`config.mk`:
```
export PLATFORM = sky130hd
export DESIGN_NAME = scanline_overlay_blend
export DESIGN_NICKNAME = d
export VERILOG_FILES = /design/src/slo_pkg.sv /design/src/slo_front.sv /design/src/slo_fifo.sv /design/src/slo_back.sv /design/src/scanline_overlay_blend.sv
export SDC_FILE = /design/constraint.sdc
export NUM_CORES = 2
export LEC_CHECK = 0
export BUFFER_PORTS_ARGS = -buffer_cell sky130_fd_sc_hd__buf_2
export CAP_MARGIN = 5
export CELL_PAD_IN_SITES_DETAIL_PLACEMENT = 0
export CELL_PAD_IN_SITES_GLOBAL_PLACEMENT = 2
export CORE_MARGIN = 2
export CORE_UTILIZATION = 35
export DETAILED_ROUTE_END_ITERATION = 16
export PLACE_DENSITY_LB_ADDON = 0.1
export SYNTH_ARGS = -nofsm -noshare
export SYNTH_HDL_FRONTEND = slang
export SYNTH_SLANG_ARGS = --single-unit
```
`constraint.sdc`:
```
create_clock -name aclk -period 10.15 [get_ports aclk]
set_input_delay 2.03 -clock aclk [delete_from_list [all_inputs] [get_ports aclk]]
set_output_delay 2.03 -clock aclk [all_outputs]
set_load 0.02 [all_outputs]
```
`src/slo_pkg.sv`:
```
// Package for the scanline overlay blend: item and status types, register
// indexes and blend constants. No dependencies.
`default_nettype none
package slo_pkg;

    localparam int unsigned DivSteps = 32;
    localparam int unsigned CntW     = $clog2(DivSteps);

    localparam logic [15:0] FULL_SQ      = 16'd65025;
    localparam logic [7:0]  FULL_ALPHA   = 8'd255;

    // register indexes (byte address / 4)
    localparam logic [2:0] REG_SHOW  = 3'd0;
    localparam logic [2:0] REG_HIDE  = 3'd1;
    localparam logic [2:0] REG_RED   = 3'd2;
    localparam logic [2:0] REG_GREEN = 3'd3;
    localparam logic [2:0] REG_BLUE  = 3'd4;
    localparam logic [2:0] REG_ALPHA = 3'd5;

    // one classified pixel word
    typedef struct packed {
        logic       hide;
        logic       fs;
        logic       le;
        logic [7:0] alpha;
        logic [7:0] blue;
        logic [7:0] green;
        logic [7:0] red;
    } item_t;

    typedef struct packed {
        logic full;
        logic empty;
    } fifo_st_t;

    typedef struct packed {
        logic [7:0] red;
        logic [7:0] green;
        logic [7:0] blue;
        logic [7:0] alpha;
    } colour_t;

    typedef enum logic [1:0] {
        BK_IDLE,
        BK_DIV,
        BK_BLEND
    } bk_state_t;

endpackage
`default_nettype wire

```
`src/slo_front.sv`:
```
// Front end: accepts pixel words, tracks the line within the stripe and tags
// each word as shown or overlaid. Depends on slo_pkg.
`default_nettype none
module slo_front (
    input  wire logic              aclk,
    input  wire logic              aresetn,
    input  wire logic              s_tvalid,
    output logic                   s_tready,
    input  wire logic [31:0]       s_tdata,
    input  wire logic              s_tlast,
    input  wire logic              s_tuser,
    input  wire logic [9:0]        show_size,
    input  wire logic [9:0]        hide_size,
    input  wire slo_pkg::fifo_st_t fifo_st,
    output logic                   push,
    output slo_pkg::item_t         push_item
);

    logic [10:0] pos_reg, pos_next;
    logic [10:0] stripe_sum, shown, stripe, pos_eff;
    logic [11:0] nxt;
    logic        fallback;

    assign s_tready = !fifo_st.full;
    assign push     = s_tvalid && s_tready;

    // stripe geometry, with the two-line fallback when both sizes are zero
    always_comb begin
        stripe_sum = {1'b0, show_size} + {1'b0, hide_size};
        fallback   = (stripe_sum == 11'd0);
        shown      = fallback ? 11'd1 : {1'b0, show_size};
        stripe     = fallback ? 11'd2 : stripe_sum;
        pos_eff    = s_tuser ? 11'd0 : pos_reg;
        nxt        = {1'b0, pos_eff} + 12'd1;
        pos_next   = pos_reg;
        if (push) begin
            pos_next = pos_eff;
            if (s_tlast) begin
                pos_next = (nxt >= {1'b0, stripe}) ? 11'd0 : nxt[10:0];
            end
        end
    end

    always_comb begin
        push_item.red   = s_tdata[7:0];
        push_item.green = s_tdata[15:8];
        push_item.blue  = s_tdata[23:16];
        push_item.alpha = s_tdata[31:24];
        push_item.le    = s_tlast;
        push_item.fs    = s_tuser;
        push_item.hide  = (pos_eff >= shown);
    end

    always_ff @(posedge aclk) begin
        if (!aresetn) begin
            pos_reg <= 11'd0;
        end else begin
            pos_reg <= pos_next;
        end
    end

endmodule
`default_nettype wire

```
`src/slo_fifo.sv`:
```
// Two-entry queue between front and back end.
// Depends on slo_pkg.
`default_nettype none
module slo_fifo (
    input  wire logic           aclk,
    input  wire logic           aresetn,
    input  wire logic           push,
    input  wire slo_pkg::item_t push_item,
    input  wire logic           pop,
    output slo_pkg::item_t      head,
    output slo_pkg::fifo_st_t   fifo_st
);

    slo_pkg::item_t mem_reg [2];
    logic       wr_reg, rd_reg;
    logic [1:0] cnt_reg;

    assign head          = mem_reg[rd_reg];
    assign fifo_st.full  = (cnt_reg == 2'd2);
    assign fifo_st.empty = (cnt_reg == 2'd0);

    // storage
    always_ff @(posedge aclk) begin
        if (push) begin
            mem_reg[wr_reg] <= push_item;
        end
    end

    // pointers and fill count
    always_ff @(posedge aclk) begin
        if (!aresetn) begin
            wr_reg  <= 1'b0;
            rd_reg  <= 1'b0;
            cnt_reg <= 2'd0;
        end else begin
            if (push) wr_reg <= !wr_reg;
            if (pop)  rd_reg <= !rd_reg;
            if (push && !pop)      cnt_reg <= cnt_reg + 2'd1;
            else if (pop && !push) cnt_reg <= cnt_reg - 2'd1;
        end
    end

endmodule
`default_nettype wire

```
`src/slo_back.sv`:
```
// Back end: passes shown words through and composites the overlay colour over
// tagged words with a two-way bit-serial divider for the weights, then holds the
// result word. Depends on slo_pkg.
`default_nettype none
module slo_back (
    input  wire logic              aclk,
    input  wire logic              aresetn,
    input  wire slo_pkg::item_t    head,
    input  wire slo_pkg::fifo_st_t fifo_st,
    output logic                   pop,
    input  wire slo_pkg::colour_t  hide_col,
    output logic                   m_tvalid,
    input  wire logic              m_tready,
    output logic [31:0]            m_tdata,
    output logic                   m_tlast,
    output logic                   m_tuser
);

    slo_pkg::bk_state_t st_reg, st_next;
    slo_pkg::item_t     it_reg, it_next;
    logic [15:0] a_reg, a_next;
    logic        zero_reg, zero_next;
    logic [31:0] nwi_reg, nwi_next, nwo_reg, nwo_next;
    logic [15:0] rwi_reg, rwi_next, rwo_reg, rwo_next;
    logic [16:0] qwi_reg, qwi_next, qwo_reg, qwo_next;
    logic [slo_pkg::CntW-1:0] cnt_reg, cnt_next;
    logic        mv_reg, mv_next;
    logic [31:0] md_reg, md_next;
    logic        ml_reg, ml_next, mu_reg, mu_next;

    logic        out_free;
    logic [7:0]  inv_ai, inv_ao;
    logic [15:0] a_calc, ai255, ao_w;
    logic [16:0] r2wi, r2wo, a_sum;
    logic        gewi, gewo;
    logic [16:0] wi, wo;
    logic [25:0] sr, sg, sb;

    assign m_tvalid = mv_reg;
    assign m_tdata  = md_reg;
    assign m_tlast  = ml_reg;
    assign m_tuser  = mu_reg;
    assign out_free = !mv_reg || m_tready;

    // operand setup from the queue head
    always_comb begin
        inv_ai = slo_pkg::FULL_ALPHA - hide_col.alpha;
        inv_ao = slo_pkg::FULL_ALPHA - head.alpha;
        a_calc = slo_pkg::FULL_SQ - inv_ai * inv_ao;
        ai255  = {hide_col.alpha, 8'd0} - {8'd0, hide_col.alpha};
        ao_w   = head.alpha * inv_ai;
    end

    // one restoring step on each weight
    always_comb begin
        r2wi = {rwi_reg, nwi_reg[31]};
        r2wo = {rwo_reg, nwo_reg[31]};
        gewi = (r2wi >= {1'b0, a_reg});
        gewo = (r2wo >= {1'b0, a_reg});
    end

    // blend of held pixel with the overlay colour
    always_comb begin
        wi    = zero_reg ? 17'd0 : qwi_reg;
        wo    = zero_reg ? 17'd0 : qwo_reg;
        sr    = hide_col.red   * wi + it_reg.red   * wo;
        sg    = hide_col.green * wi + it_reg.green * wo;
        sb    = hide_col.blue  * wi + it_reg.blue  * wo;
        a_sum = {1'b0, a_reg} + {9'd0, a_reg[15:8]} + 17'd1;
    end

    // sequencer
    always_comb begin
        st_next   = st_reg;
        it_next   = it_reg;
        a_next    = a_reg;
        zero_next = zero_reg;
        nwi_next  = nwi_reg;
        nwo_next  = nwo_reg;
        rwi_next  = rwi_reg;
        rwo_next  = rwo_reg;
        qwi_next  = qwi_reg;
        qwo_next  = qwo_reg;
        cnt_next  = cnt_reg;
        md_next   = md_reg;
        ml_next   = ml_reg;
        mu_next   = mu_reg;
        mv_next   = mv_reg && !m_tready;
        pop       = 1'b0;
        case (st_reg)
            slo_pkg::BK_IDLE: begin
                if (!fifo_st.empty) begin
                    if (head.hide) begin
                        pop       = 1'b1;
                        it_next   = head;
                        a_next    = a_calc;
                        zero_next = (a_calc == 16'd0);
                        nwi_next  = {ai255, 16'd0};
                        nwo_next  = {ao_w, 16'd0};
                        rwi_next  = 16'd0;
                        rwo_next  = 16'd0;
                        qwi_next  = 17'd0;
                        qwo_next  = 17'd0;
                        cnt_next  = '0;
                        st_next   = slo_pkg::BK_DIV;
                    end else if (out_free) begin
                        pop     = 1'b1;
                        md_next = {head.alpha, head.blue, head.green, head.red};
                        ml_next = head.le;
                        mu_next = head.fs;
                        mv_next = 1'b1;
                    end
                end
            end
            slo_pkg::BK_DIV: begin
                rwi_next = gewi ? 16'(r2wi - {1'b0, a_reg}) : r2wi[15:0];
                rwo_next = gewo ? 16'(r2wo - {1'b0, a_reg}) : r2wo[15:0];
                qwi_next = {qwi_reg[15:0], gewi};
                qwo_next = {qwo_reg[15:0], gewo};
                nwi_next = {nwi_reg[30:0], 1'b0};
                nwo_next = {nwo_reg[30:0], 1'b0};
                cnt_next = cnt_reg + 1'b1;
                if (cnt_reg == slo_pkg::CntW'(slo_pkg::DivSteps - 1)) begin
                    st_next = slo_pkg::BK_BLEND;
                end
            end
            slo_pkg::BK_BLEND: begin
                if (out_free) begin
                    md_next = {a_sum[15:8], sb[23:16], sg[23:16], sr[23:16]};
                    ml_next = it_reg.le;
                    mu_next = it_reg.fs;
                    mv_next = 1'b1;
                    st_next = slo_pkg::BK_IDLE;
                end
            end
            default: st_next = slo_pkg::BK_IDLE;
        endcase
    end

    always_ff @(posedge aclk) begin
        if (!aresetn) begin
            st_reg <= slo_pkg::BK_IDLE;
            mv_reg <= 1'b0;
        end else begin
            st_reg <= st_next;
            mv_reg <= mv_next;
        end
    end

    always_ff @(posedge aclk) begin
        it_reg   <= it_next;
        a_reg    <= a_next;
        zero_reg <= zero_next;
        nwi_reg  <= nwi_next;
        nwo_reg  <= nwo_next;
        rwi_reg  <= rwi_next;
        rwo_reg  <= rwo_next;
        qwi_reg  <= qwi_next;
        qwo_reg  <= qwo_next;
        cnt_reg  <= cnt_next;
        md_reg   <= md_next;
        ml_reg   <= ml_next;
        mu_reg   <= mu_next;
    end

endmodule
`default_nettype wire

```
`src/scanline_overlay_blend.sv`:
```
// Scanline overlay blend top level: register file, front end, queue, back end.
// Throughput: one word per cycle on shown lines while the output is not stalled and
// the back end is idle; on overlaid lines the back end takes no new word until the
// 32-step bit-serial weight divider and the blend are done; the queue holds two words.
// Reset: synchronous active-low aresetn clears the line count, queue and output
// valid, and loads the register defaults. Depends on slo_pkg and submodules.
`default_nettype none
module scanline_overlay_blend (
    input  wire logic        aclk,
    input  wire logic        aresetn,
    input  wire logic        psel,
    input  wire logic        penable,
    input  wire logic        pwrite,
    input  wire logic [4:0]  paddr,
    input  wire logic [31:0] pwdata,
    output logic [31:0]      prdata,
    output logic             pready,
    input  wire logic        s_tvalid,
    output logic             s_tready,
    input  wire logic [31:0] s_tdata,   // red, green, blue, alpha (bits 7:0 up)
    input  wire logic        s_tlast,
    input  wire logic        s_tuser,   // frame_start
    output logic             m_tvalid,
    input  wire logic        m_tready,
    output logic [31:0]      m_tdata,   // red, green, blue, alpha (bits 7:0 up)
    output logic             m_tlast,
    output logic             m_tuser    // frame_start
);

    logic [9:0]        show_reg, hide_reg;
    slo_pkg::colour_t  col_reg;
    logic              wr_en;
    logic [2:0]        idx;
    logic              push, pop;
    slo_pkg::item_t    push_item, head;
    slo_pkg::fifo_st_t fifo_st;

    assign pready = 1'b1;
    assign idx    = paddr[4:2];
    assign wr_en  = psel && penable && pwrite;

    // configuration registers
    always_ff @(posedge aclk) begin
        if (!aresetn) begin
            show_reg      <= 10'd1;
            hide_reg      <= 10'd4;
            col_reg.red   <= 8'd0;
            col_reg.green <= 8'd0;
            col_reg.blue  <= 8'd0;
            col_reg.alpha <= 8'd255;
        end else if (wr_en) begin
            case (idx)
                slo_pkg::REG_SHOW:  show_reg      <= pwdata[9:0];
                slo_pkg::REG_HIDE:  hide_reg      <= pwdata[9:0];
                slo_pkg::REG_RED:   col_reg.red   <= pwdata[7:0];
                slo_pkg::REG_GREEN: col_reg.green <= pwdata[7:0];
                slo_pkg::REG_BLUE:  col_reg.blue  <= pwdata[7:0];
                slo_pkg::REG_ALPHA: col_reg.alpha <= pwdata[7:0];
                default: ;
            endcase
        end
    end

    // readback
    always_comb begin
        case (idx)
            slo_pkg::REG_SHOW:  prdata = {22'd0, show_reg};
            slo_pkg::REG_HIDE:  prdata = {22'd0, hide_reg};
            slo_pkg::REG_RED:   prdata = {24'd0, col_reg.red};
            slo_pkg::REG_GREEN: prdata = {24'd0, col_reg.green};
            slo_pkg::REG_BLUE:  prdata = {24'd0, col_reg.blue};
            slo_pkg::REG_ALPHA: prdata = {24'd0, col_reg.alpha};
            default:            prdata = 32'd0;
        endcase
    end

    slo_front u_front (
        .aclk      (aclk),
        .aresetn   (aresetn),
        .s_tvalid  (s_tvalid),
        .s_tready  (s_tready),
        .s_tdata   (s_tdata),
        .s_tlast   (s_tlast),
        .s_tuser   (s_tuser),
        .show_size (show_reg),
        .hide_size (hide_reg),
        .fifo_st   (fifo_st),
        .push      (push),
        .push_item (push_item)
    );

    slo_fifo u_fifo (
        .aclk      (aclk),
        .aresetn   (aresetn),
        .push      (push),
        .push_item (push_item),
        .pop       (pop),
        .head      (head),
        .fifo_st   (fifo_st)
    );

    slo_back u_back (
        .aclk     (aclk),
        .aresetn  (aresetn),
        .head     (head),
        .fifo_st  (fifo_st),
        .pop      (pop),
        .hide_col (col_reg),
        .m_tvalid (m_tvalid),
        .m_tready (m_tready),
        .m_tdata  (m_tdata),
        .m_tlast  (m_tlast),
        .m_tuser  (m_tuser)
    );

    // queue status is never both full and empty
    a_fifo_st: assert property (@(posedge aclk) disable iff (!aresetn)
        !(fifo_st.full && fifo_st.empty))
        else $error("queue full and empty at once");

    // nothing popped from an empty queue
    a_pop_empty: assert property (@(posedge aclk) disable iff (!aresetn)
        pop |-> !fifo_st.empty)
        else $error("pop from empty queue");

    // no result right after reset
    a_reset_out: assert property (@(posedge aclk)
        !$past(aresetn) |-> !m_tvalid)
        else $error("result valid after reset");

endmodule
`default_nettype wire
```
Word-level counts from Yosys, hierarchy flattened
Memory sizes are Yosys's and may differ from the RTL's. A register that Yosys moved wholly into a read port is not among the register bits.
Index checks and enable logic that the tools add are counted.

word-level totals
  flip-flop bits (word level) = 282
  memory bits (writable) = 70
  input port bits = 78
  output and inout bits = 69
  word-level logic and storage cells = 167
  memories = 1

operators by class
  add/subtract/negate cells = 16
  $mul = 8
  magnitude comparators = 4
  equality and inequality tests = 15
  mux-type cells = 61
  bitwise logic cells = 1
  reduce and logical (&&, ||, !) cells = 32

memories
  name            depth  bits a word  rd ports  clocked after Yosys merged registers in  write ports  RTL line        RTL
  u_fifo.mem_reg  2      35           1         1                                        1            slo_fifo.sv:14  slo_pkg::item_t mem_reg [2];

operators by type and width
  cell                      count
  $mux W32                  8
  $pmux W32 S2              3
  $mul A8 B17 Y24           6
  $add A24 B24 Y24          3
  $mux W17                  4
  $pmux W17 S2              2
  $mux W16                  4
  $pmux W16 S2              2
  $pmux W10 S6              1
  $mux W11                  4
  $ge A17 B16 Y1            2
  $mul A8 B8 Y16            2
  $sub A16 B16 Y16          2
  $mux W1                   19
  $add A16 B1 Y16 const B   1
  $add A16 B8 Y16           1
  $logic_not A16 Y1         1
  $sub A16 B16 Y16 const A  1
  $sub A16 B8 Y16           1
  $sub A8 B8 Y8 const A     2
  $add A11 B1 Y12 const B   1
  $ge A12 B11 Y1            1
  $mux W2                   6
  $reduce_and A2 Y1         6
  29 further kinds          54

Longest topological paths before layout
  word-level depth = 9
  gate-level depth with buffers = 25
  mapped depth without buffers = 22

Hierarchy
From an unflattened synthesis, not the netlist that was laid out.

second synthesis, totals
  cell total of the unflattened synthesis = 4649
  area total of the unflattened synthesis = 44666.6 µm²

modules (own cells, without submodules)
  module                  times used  cells each  area each (µm²)  seq. area each (µm²)
  slo_back                1           4002        37249.5          5465.2
  slo_fifo                1           131         2742.6           2202.1
  scanline_overlay_blend  1           274         2663.8           1041.0
  slo_front               1           242         2010.7           220.2

Worst setup path before layout
OpenSTA, ideal clock, no wires.

  path type = reg-to-reg
  from = register u_back.zero_reg
  to = register u_back.md_reg[7], in the netlist u_back.m_tdata[7] (data pin)
  library setup time = 157 ps
  data arrival time = 6562 ps
  required time = 9993 ps
  path slack = 3431 ps
  stages on the path, launching flop included = 26
  clock period less this slack = 6719 ps
  cells stage by stage = edfxtp_1 clkbuf_1 clkbuf_1 nor2b_1 clkbuf_1 nand2_1 fa_1 inv_1 fa_1 inv_1 fa_1 inv_1 fa_1 fa_1 inv_1 fa_1 inv_1 ha_1 nand3_1 o221ai_1 nor3_1 a21oi_1 a221oi_1 o211ai_1 and4_1 nor3_1

between the ends
  cells in the longest elaborated chain, start to end = 5
  elaborated cells between the ends (all ways) = 7
  those cells by class = add/sub: 1; mul: 2; mux: 4

ends and longest elaborated chain
  what                         RTL line                        RTL
  from (decl)                  slo_back.sv:22                  logic zero_reg, zero_next;
  from (signal assigned)       slo_back.sv:153                 zero_reg <= zero_next;
  $mux W17 (on tied branches)  slo_back.sv:64, slo_back.sv:65
  $mul A8 B17 Y24              slo_back.sv:66                  sr = hide_col.red * wi + it_reg.red * wo;
  $add A24 B24 Y24 (*)         slo_back.sv:66
  $mux W32 (*)                 slo_back.sv:128                 if (out_free) begin
  $pmux W32 S2 (*)             slo_back.sv:90                  case (st_reg)
  via u_back.md_next[7]        slo_back.sv:28                  logic [31:0] md_reg, md_next;
  to (signal assigned)         slo_back.sv:161                 md_reg <= md_next;
  to (decl)                    slo_back.sv:28

The timed path passes the listed nets; every way through them passes the cells marked *. The select of a mux whose other input is x is not followed.
A chain may end at the register's enable or synchronous reset.

Worst setup path in the final report
  from = register u_back.zero_reg
  to = register u_back.md_reg[13], in the netlist u_back.m_tdata[13] (data pin)

between the ends
  cells in the longest elaborated chain, start to end = 5
  elaborated cells between the ends (all ways) = 7
  those cells by class = add/sub: 1; mul: 2; mux: 4

ends and longest elaborated chain
  what                         RTL line                        RTL
  $mux W17 (on tied branches)  slo_back.sv:64, slo_back.sv:65
  $mul A8 B17 Y24              slo_back.sv:67                  sg = hide_col.green * wi + it_reg.green * wo;
  $add A24 B24 Y24 (*)         slo_back.sv:67
  $mux W32 (*)                 slo_back.sv:128
  $pmux W32 S2 (*)             slo_back.sv:90
  via u_back.md_next[13]       slo_back.sv:28

Marks and branches as above.

==> results.py <==
metrics = {
    "worst_setup_path": {
        "worstPathArrival_ns": 8.49,
        "reg2reg_depth": 21,
        "timing.rr.start": "u_back.zero_reg$_DFFE_PP_",
        "worstSetupEndpointType": "register",
        "critPathMaxFanout": 17,
        "critPathLaunchType": "register",
        "worst_ep_required_time_ns": 10.37,
        "reg2reg_slack_ns": 1.88,
        "timing.setup.critical_path_class": "reg -> reg",
        "r2r-end": "u_back.m_tdata[13]$_DFFE_PP_",
    },
    "route": {
        "residual_antenna_violating_net_count_after_detailed_routing": 0,
        "drt-met1-wl_um": 56000,
        "vias_per_cell": 4.80,
        "route.vias.total": 30415,
        "maxUsedRoutingLayer": "met4",
        "wire_per_inst_um": 19.7,
        "initialDrtViolationCount": 1489,
        "detailedRoute.firstPassIterationCount": 5,
        "drcViolationCount": 0,
        "wl_um": 125000,
        "dr_wl_met2_um": 63800,
        "met3_wirelength_um": 2690,
    },
    "cells_and_area": {
        "post_route_cells_drive_above_1_share_pct": 7.11,
        "nNetsFinal": 5811,
        "layout.cells.most_common": "inv_1",
        "number_of_flip_flops_in_the_largest_register": 70,
        "area_growth_syn_to_layout_pct": 8.28,
        "fillers": 12929,
        "antenna_cells": 0,
        "mostFrequentLayoutCells": "inv_1, fa_1, nand2_1, and2_1, ha_1",
    },
    "synthesis": {
        "post_synth_simple_gate_area_pct": 16.4,
        "synthesis.area_per_instance_sq_um": 9.51,
        "synthFlopType": "edfxtp_1",
        "syn-instance-count": 4662,
        "yosys.area_share.adder_pct": 42.8,
        "fraction_of_the_mapped_netlist_area_in_compound_gates_pct": 5.43,
        "syn-cell-area_sq_mm": 0.0443,
        "distinct_cell_type_count_of_the_synthesized_netlist": 78,
        "synth_xor_xnor_area_share_pct": 2.19,
        "dominant_combinational_cell_family_by_area_after_synthesis": "adder cells",
        "synth_async_sr_flop_share_pct": 0,
        "synth_sequential_area_ratio_pct": 20.1,
        "postSynthRegisterBits": 321,
        "ys_warn_count": 0,
        "post_synth_mux_area_share_pct": 2.99,
        "synth_edf_count": 250,
    },
    "die": {
        "number_of_rows_created_at_floorplan": 130,
        "fp.coreArea_sq_mm": 0.126,
        "die_w_um": 360,
        "initial_utilization_pct": 35.3,
        "die_footprint_sq_mm": 0.130,
        "top_level_ports": 147,
        "floorplan.die.height_um": 360,
    },
    "timing": {
        "post-route-min-period_ns": 8.27,
        "clock_skew_ns": 0.0206,
        "rsz0062_at_grt": "no",
        "fmax_mhz": 121,
        "actual_slew_at_the_worst_max_slew_pin_ns": 1.19,
        "max-slew-margin-rel_pct": 20.6,
        "final.period_utilization_pct": 81.5,
        "setup-violations-final": 0,
        "setup_total_negative_slack_ns": 0,
        "timing_hold_violations_final": 0,
        "final-max-slew-violation-count": 0,
    },
    "global_route": {
        "grt_start_max_net_pins": 73,
        "first_pass_grt_wire_length_um": 198000,
        "vias_in_the_first_global_route": 33283,
        "antenna_found_initial": 1,
        "overflow": 0,
        "global_route.usage.total_pct": 19.9,
    },
    "clock_network": {
        "number_of_hold_repair_buffers_added_at_the_cts_stage": 0,
        "clock_insertion_delay_worst_skew_ns": 0.58,
        "post-cts-setup-buffer-count": 0,
        "htree_levels": 2,
        "tritoncts_clock_tree": "yes",
        "number_of_buffers_created_by_cts": 41,
        "cts-root-to-sink-buffers": 3,
        "clkSlewWorstSetupHoldPaths_ns": 0.06,
        "root_buffer": "clkbuf_16",
        "tritoncts_num_sinks": 321,
        "cts_resized": 0,
    },
    "run": {
        "max-cap-violations": 0,
    },
    "power": {
        "irDropWorstVdd_mv": 0.258,
        "fin_total_pwr_w": 0.0139,
        "power_density_mw_per_mm2": 290,
        "static-leakage-power_nw": 22.0,
    },
    "outcome": {
        "outcome": "finished clean",
    },
    "placement": {
        "dpl.hpwl_um": 95800,
        "global_placement_routability_congestion": 0.794,
        "numPortBuffers": 99,
    },
    "hold_path": {
        "holdPathEnd": "u_front.pos_reg[1]$_SDFFE_PN0P_",
        "worst_hold_path_type": "reg -> reg",
        "number_of_instances_on_the_worst_hold_path": 1,
        "hold_start": "u_front.pos_reg[1]$_SDFFE_PN0P_",
    },
}
[how the worst max path moves through the flow]
stage	start	endpoint	depth (start not counted)
finish	u_back.zero_reg$_DFFE_PP_	u_back.m_tdata[13]$_DFFE_PP_	21
global route	u_back.zero_reg$_DFFE_PP_	u_back.m_tdata[7]$_DFFE_PP_	21
CTS	u_back.zero_reg$_DFFE_PP_	u_back.m_tdata[7]$_DFFE_PP_	21
detailed placement	u_back.zero_reg$_DFFE_PP_	u_back.m_tdata[7]$_DFFE_PP_	21
global placement	u_back.zero_reg$_DFFE_PP_	u_back.m_tdata[7]$_DFFE_PP_	21
floorplan	u_back.zero_reg$_DFFE_PP_	u_back.m_tdata[7]$_DFFE_PP_	25
[layer usage]
metal | GRT usage (%) | vias to the layer above
met5 | 0 | -
met4 | 3.69 | 0
met3 | 1.39 | 95
met2 | 35.9 | 306
met1 | 26.2 | 15687
li1 | - | 14327
[final cells by class]
class | count | area [sq um] | area share [%]
multi-input cells | 3205 | 31200 | 65.0
flip-flops and latches | 321 | 8930 | 18.6
inverters | 912 | 3420 | 7.13
well taps | 1650 | 2060 | 4.30
clock buffers | 52 | 1120 | 2.33
repair buffers | 173 | 1050 | 2.19
clock inverters | 20 | 209 | 0.435
[where the power goes]
part,leakage [nW],switching (W),internal (W)
logic,18.5,0.00615,0.00402
registers,2.91,0.000334,0.00194
clock network,0.652,0.000593,0.000880
[critical path: stages (launching register included)]
cell and delay (ns):
edfxtp_1 0.79, nor2b_2 1.09, buf_4 0.30, nand2_1 0.10, fa_1 0.58, inv_1 0.05, fa_1 0.48, fa_1 0.59
fa_1 0.44, fa_1 0.49, inv_1 0.05, fa_1 0.47, inv_1 0.04, ha_1 0.32, o21a_1 0.13, a21oi_1 0.07
a31o_2 0.27, a211o_1 0.34, nand2_1 0.12, a21o_1 0.15, a211oi_1 0.09, o41ai_1 0.92
[kinds of logic after synthesis]
group	count (synthesis)
mux	125
flops	321
buf+inv	1157
other cells	2
compound gates	371
fa+ha+maj	1079
xor+xnor	111
simple gates	1496
[per-stage QoR]
step | std cells | utilization, % | area (sq um) | hold slack (ns) | setup slack (ns)
final | 6333 | 38.2 | 48000 | 0.503 | 1.88
after global routing | 6333 | 38.2 | 48000 | 0.541 | 1.44
after CTS | 6333 | 38.2 | 48000 | 0.505 | 1.77
after detailed placement | 6261 | 37.1 | 46700 | 0.491 | 1.83
after global placement | 6261 | 37.1 | 46700 | 0.480 | 1.84
after floorplan | 4683 | - | 44400 | 0.457 | 3.43
[synth_stat cells, types with 11 or more instances]
library cell,number,area share [%]
nand2_1,612,5.2
a21boi_0,13,0.22
nand2b_1,44,0.62
buf_1,20,0.17
a21oi_1,115,1.3
o21a_1,26,0.44
nand3_1,34,0.38
fa_1,731,33
nand4_1,16,0.23
dfxtp_1,71,3.2
mux2_2,37,0.94
nor2b_1,100,1.4
buf_4,23,0.39
xor2_1,32,0.63
xnor2_1,79,1.6
nor3_1,37,0.42
o21ai_0,66,0.75
a31oi_1,17,0.24
ha_1,348,9.8
mux2i_1,85,1.9
a21o_1,26,0.44
and2_1,376,5.3
nor2_1,209,1.8
edfxtp_1,250,17
or3_1,17,0.24
a211oi_1,11,0.19
inv_1,911,7.7
clkbuf_1,197,1.7
and3_1,13,0.18
(Power assumes the default switching activity.)
